`src/hdl/rsck_pkg.sv`:
```
// package: record types, sort rank and control types for the composite-key record sorter
`default_nettype none
package rsck_pkg;

  localparam int unsigned MAX_RECORDS = 64;
  localparam int unsigned RANK_W = 30;

  typedef struct packed {
    logic [6:0]  eng_mark;
    logic [6:0]  math_mark;
    logic [15:0] student_id;
    logic [5:0]  tag;
    logic        last_in;
  } in_item_t;

  typedef struct packed {
    logic [6:0]  out_eng_mark;
    logic [6:0]  out_math_mark;
    logic [15:0] out_student_id;
    logic [5:0]  out_tag;
    logic        last_out;
    logic        overflow;
  } out_item_t;

  typedef struct packed {
    logic [6:0]  eng_mark;
    logic [6:0]  math_mark;
    logic [15:0] student_id;
    logic [5:0]  tag;
  } record_t;

  typedef struct packed {
    logic load;
    logic drain;
  } chain_ctl_t;

  typedef enum logic {
    ST_LOAD,
    ST_DRAIN
  } sort_state_t;

  // larger rank leaves first
  function automatic logic [RANK_W-1:0] rank_of(input record_t r);
    rank_of = {r.eng_mark, r.math_mark, ~r.student_id};
  endfunction

endpackage
`default_nettype wire

```
`src/hdl/rsck_cell.sv`:
```
// one cell of the insertion chain: holds a record and its valid bit
`default_nettype none
module rsck_cell (
  input  wire logic                clk,
  input  wire logic                rst,
  input  wire rsck_pkg::chain_ctl_t ctl,
  input  wire rsck_pkg::record_t   new_rec,
  input  wire rsck_pkg::record_t   prev_rec,
  input  wire logic                prev_vld,
  input  wire logic                prev_ins,
  input  wire rsck_pkg::record_t   next_rec,
  input  wire logic                next_vld,
  output rsck_pkg::record_t        rec,
  output logic                     vld,
  output logic                     ins
);
  import rsck_pkg::*;

  // new record lands at or before this cell
  assign ins = vld ? (rank_of(new_rec) > rank_of(rec)) : 1'b1;

  always_ff @(posedge clk) begin
    if (rst) begin
      vld <= 1'b0;
    end else if (ctl.load && ins) begin
      vld <= prev_ins ? prev_vld : 1'b1;
    end else if (ctl.drain) begin
      vld <= next_vld;
    end
  end

  always_ff @(posedge clk) begin
    if (ctl.load && ins) begin
      rec <= prev_ins ? prev_rec : new_rec;
    end else if (ctl.drain) begin
      rec <= next_rec;
    end
  end

endmodule
`default_nettype wire

```
`config.mk`:
```
export PLATFORM = sky130hd
export DESIGN_NAME = rsck_cell
export DESIGN_NICKNAME = d
export VERILOG_FILES = /design/src/hdl/rsck_pkg.sv /design/src/hdl/rsck_cell.sv
export SDC_FILE = /design/constraint.sdc
export NUM_CORES = 1
export LEC_CHECK = 0
export BUFFER_PORTS_ARGS = -buffer_cell sky130_fd_sc_hd__buf_2
export CORE_AREA = 10 10 90 92
export DETAILED_ROUTE_END_ITERATION = 7
export DIE_AREA = 0 0 100 102
export PLACE_DENSITY = 0.81
export REMOVE_ABC_BUFFERS = 1
export SLEW_MARGIN = 25
export SYNTH_ARGS = -nofsm -noshare
export SYNTH_HDL_FRONTEND = slang
export SYNTH_SLANG_ARGS = --single-unit
```
`constraint.sdc`:
```
create_clock -name clk -period 4.6 [get_ports clk]
set_clock_uncertainty 0.05 [all_clocks]
set_input_delay 0.92 -clock clk [delete_from_list [all_inputs] [get_ports clk]]
set_output_delay 0.92 -clock clk [all_outputs]
set_load 0.01 [all_outputs]
```
==> run_summary.xml <==
<?xml version="1.0" encoding="UTF-8"?>
<metrics>
  <group name="routing">
    <metric name="post_drt_via_cell_ratio" unit="">5.01</metric>
    <metric name="post_drt_wl_per_cell" unit="um">17.0</metric>
    <metric name="drt_wl_total" unit="mm">8.22</metric>
    <metric name="drtAntennaViolNets" unit="">0</metric>
    <metric name="first_pass_iters" unit="">4</metric>
    <metric name="drt_drc_violations_left" unit="">0</metric>
    <metric name="via_count" unit="">2425</metric>
    <metric name="initialDrtViolationCount" unit="">106</metric>
  </group>
  <group name="yosys">
    <metric name="ys_seq_area_frac" unit="">0.385</metric>
    <metric name="mappedNetlistArea" unit="um^2">2860</metric>
    <metric name="ys_seq_elements" unit="">37</metric>
    <metric name="avgSynthCellArea" unit="um^2">11.3</metric>
    <metric name="ys_top_cells_by_area" unit="">sky130_fd_sc_hd__edfxtp_1 (38%), sky130_fd_sc_hd__mux2_2 (15%), sky130_fd_sc_hd__ha_1 (13%), sky130_fd_sc_hd__mux2_4 (10%), sky130_fd_sc_hd__inv_1 (4.3%)</metric>
    <metric name="synthesis.instances" unit="">253</metric>
    <metric name="synth_async_sr_flop_share" unit="">0</metric>
    <metric name="yosysTopAreaCell" unit="">sky130_fd_sc_hd__edfxtp_1</metric>
    <metric name="yosysUniqueCellTypes" unit="">32</metric>
    <metric name="ys.flop_type" unit="">sky130_fd_sc_hd__edfxtp_1</metric>
    <metric name="yosys_warnings" unit="">0</metric>
    <metric name="netlist.area_leader.share" unit="">0.378</metric>
    <metric name="synth_enable_flop_cells" unit="">36</metric>
  </group>
  <group name="sta">
    <metric name="finalWorstPathRequiredPeriod" unit="ns">3.72</metric>
    <metric name="hold_violation_count_in_the_final_report" unit="">0</metric>
    <metric name="max_freq" unit="GHz">0.269</metric>
    <metric name="grt_setup_unrepaired" unit="">no</metric>
    <metric name="post-route-worst-setup-slack" unit="ns">0.880</metric>
    <metric name="slew_violations" unit="">0</metric>
    <metric name="maxSlewHeadroom" unit="">0.353</metric>
    <metric name="holdWs" unit="ns">0.713</metric>
    <metric name="worstMarginPinSlew" unit="ns">0.971</metric>
    <metric name="setup_violations" unit="">0</metric>
    <metric name="min_period_over_period" unit="">0.809</metric>
  </group>
  <group name="clocking">
    <metric name="clock-root-buffer" unit="">sky130_fd_sc_hd__clkbuf_8</metric>
    <metric name="cts_max_path_buffers" unit="">2</metric>
    <metric name="clock_tree_from_tritoncts" unit="">done</metric>
    <metric name="cts-hold-fix-buffers" unit="">0</metric>
    <metric name="clock_tree.htree_level_count" unit="">2</metric>
    <metric name="cts_inserted_buffers" unit="">5</metric>
    <metric name="sink_count" unit="">37</metric>
    <metric name="worstSkewPairLatency" unit="ns">0.28</metric>
    <metric name="ctsResizeCount" unit="">0</metric>
    <metric name="post-cts-setup-buffers" unit="">0</metric>
    <metric name="clock_edge_transition_at_the_registers_on_the_reported_setup_and_hold_paths" unit="ns">0.07</metric>
  </group>
  <group name="setup_path">
    <metric name="crit_path_cell_trace" unit="">buf_2 &gt; ha_1 &gt; nand4_2 &gt; nor4_4 &gt; nand2_1 &gt; a21oi_1 &gt; nor2_1 &gt; o21ai_0 &gt; buf_2</metric>
    <metric name="critical-path-top-delay-family" unit="">simple AND/OR/NAND/NOR gates</metric>
    <metric name="crit_path_top_delay_cell" unit="">sky130_fd_sc_hd__nor4_4</metric>
    <metric name="worst-path-buf-inv" unit="">2</metric>
    <metric name="worst-setup-path-type" unit="">in -&gt; out</metric>
    <metric name="cp_max_fo" unit="">3</metric>
    <metric name="slowest_delay" unit="ns">0.37</metric>
    <metric name="kind_of_start_point_of_the_critical_path" unit="">primary input</metric>
    <metric name="crit_path_end_kind" unit="">output port</metric>
    <metric name="crit_top_cell" unit="">sky130_fd_sc_hd__buf_2</metric>
    <metric name="required" unit="ns">3.63</metric>
    <metric name="critical_path_data_arrival_time" unit="ns">2.75</metric>
  </group>
  <group name="outcome">
    <metric name="result_of_the_run" unit="">completed</metric>
  </group>
  <group name="power_and_ir_drop">
    <metric name="total_switching_power" unit="uW">308</metric>
    <metric name="clock_power_share" unit="">0.232</metric>
    <metric name="cellLeakagePower" unit="uW">0.00193</metric>
    <metric name="power.internal" unit="uW">725</metric>
    <metric name="seqPwrFrac" unit="">0.431</metric>
    <metric name="power.density_cell_area" unit="nW/um^2">273</metric>
    <metric name="share_comb_of_total_power" unit="">0.337</metric>
    <metric name="switching_share" unit="">0.298</metric>
    <metric name="vdd.ir_drop.worst" unit="V">0.000152</metric>
  </group>
  <group name="place">
    <metric name="place_congestion" unit="">0.793</metric>
    <metric name="dp.cells" unit="">476</metric>
    <metric name="place_worst_setup_slack" unit="ns">0.762</metric>
    <metric name="dp_hpwl" unit="mm">6.89</metric>
    <metric name="cell_area_placed" unit="um^2">3690</metric>
    <metric name="buffer_ports.inserted" unit="">152</metric>
  </group>
  <group name="flow_run">
    <metric name="max_cap_violations" unit="">0</metric>
  </group>
  <group name="grt">
    <metric name="grt_first_pass_wirelength" unit="mm">13.0</metric>
    <metric name="pin_count_of_the_biggest_net_entering_global_routing" unit="">53</metric>
    <metric name="first_global_vias" unit="">2682</metric>
    <metric name="grt_remaining_overflow" unit="">0</metric>
    <metric name="antenna_found_initial" unit="">0</metric>
    <metric name="grtUsageTotal" unit="">0.154</metric>
  </group>
  <group name="floorplan">
    <metric name="starting_density" unit="">0.456</metric>
    <metric name="rows" unit="">29</metric>
    <metric name="dieWidth" unit="um">100</metric>
    <metric name="num_io_pins" unit="">153</metric>
    <metric name="design.core.area" unit="um^2">6280</metric>
    <metric name="fp.dieArea" unit="um^2">10200</metric>
    <metric name="floorplan.die.height" unit="um">102</metric>
  </group>
  <group name="layout">
    <metric name="final.fill_count" unit="">540</metric>
    <metric name="areaGrowthSynthToFinish" unit="%">32.1</metric>
    <metric name="nNetsFinal" unit="">551</metric>
    <metric name="finish.instance_area" unit="um^2">3780</metric>
    <metric name="drive_above_1_share" unit="">0.550</metric>
    <metric name="antenna_cells_inserted" unit="">0</metric>
    <metric name="instances_no_fill" unit="">484</metric>
  </group>
  <group name="hold_path">
    <metric name="hp-class" unit="">reg -&gt; reg</metric>
  </group>
</metrics>
-- layer usage --
| metal | share of wire | vias up | track usage |
|---|---|---|---|
| met5 | 0 | - | 0 |
| met4 | 0.0080 | 0 | 0.0272 |
| met3 | 0.10 | 7 | 0.0709 |
| met2 | 0.51 | 96 | 0.279 |
| met1 | 0.38 | 1102 | 0.163 |
| li1 | - | 1220 | - |
-- tightest hold or removal path, delay by kind of cell (launching register included) --
family | cells | cell delay (ns)
DFF | 1 | 0.41
muxes | 2 | 0.24
and+or+nand+nor | 1 | 0.08
-- cells in the mapped netlist (4+ instances only) --
| cell type | number |
|---|---|
| sky130_fd_sc_hd__ha_1 | 30 |
| sky130_fd_sc_hd__o21ai_0 | 18 |
| sky130_fd_sc_hd__clkbuf_1 | 6 |
| sky130_fd_sc_hd__mux2_2 | 39 |
| sky130_fd_sc_hd__nor2_1 | 5 |
| sky130_fd_sc_hd__nand4_1 | 4 |
| sky130_fd_sc_hd__edfxtp_1 | 36 |
| sky130_fd_sc_hd__nand2_1 | 24 |
| sky130_fd_sc_hd__mux2_4 | 19 |
| sky130_fd_sc_hd__a21oi_1 | 13 |
| sky130_fd_sc_hd__inv_1 | 33 |
-- path summary, 6_finish.rpt --
path	from	to	slack, ns	cells after the start
worst min-delay path	vld	vld	0.71	3
worst max register to register	rec[27]	rec[35]	1.49	9
worst min register to register	vld	vld	0.71	3
worst max-delay path	new_rec[35]	ins	0.88	9
-- power by group through the flow --
stage	clock, uW	combinational (uW)	sequential, uW
after CTS	244	355	446
after global routing	259	390	451
after detailed placement	0	353	454
after global placement	0	341	450
after floorplan	0	185	473
final	239	348	445
-- through the flow --
stage	power (uW)	utilization	setup TNS, ns
floorplan	658	-	-61.19
global placement	790	0.588	0
detailed placement	806	0.588	0
CTS	1050	0.602	0
global route	1100	0.602	0
finish	1030	0.602	0
-- layout make-up --
| cell class | count | area [um^2] | area share |
|---|---|---|---|
| sequential | 37 | 1100 | 0.291 |
| clock buffer | 8 | 90.1 | 0.0238 |
| timing repair buffer | 156 | 791 | 0.209 |
| inverter | 33 | 124 | 0.0328 |
| tap | 77 | 96.3 | 0.0255 |
| multi-input combinational | 173 | 1580 | 0.417 |
-- kinds of logic after synthesis --
group / count (synthesis) / share of synthesized area
muxes: 59 / 0.257
buffers and inverters: 43 / 0.0682
and+or+nand+nor: 43 / 0.0765
AOI/OAI and AO/OA: 41 / 0.0826
DFF: 37 / 0.385
adders and majority gates: 30 / 0.131
-- cells in the final DEF (no fill, tap or decap), drive strengths merged, types with 2 or more instances in the layout --
| master | count |
|---|---|
| a21boi | 2 |
| a21oi | 13 |
| a221oi | 2 |
| and4 | 2 |
| buf | 156 |
| clkbuf | 8 |
| edfxtp | 36 |
| ha | 30 |
| inv | 33 |
| mux2 | 58 |
| nand2 | 24 |
| nand2b | 2 |
| nand3 | 2 |
| nand4 | 5 |
| nor2 | 5 |
| o21ai | 19 |
| o31ai | 2 |
-- state kept, by name, indices dropped and copies added, names as in the netlist --
signal,count
rec,36
vld,1
No activity file was read; power rests on OpenSTA's default activity.
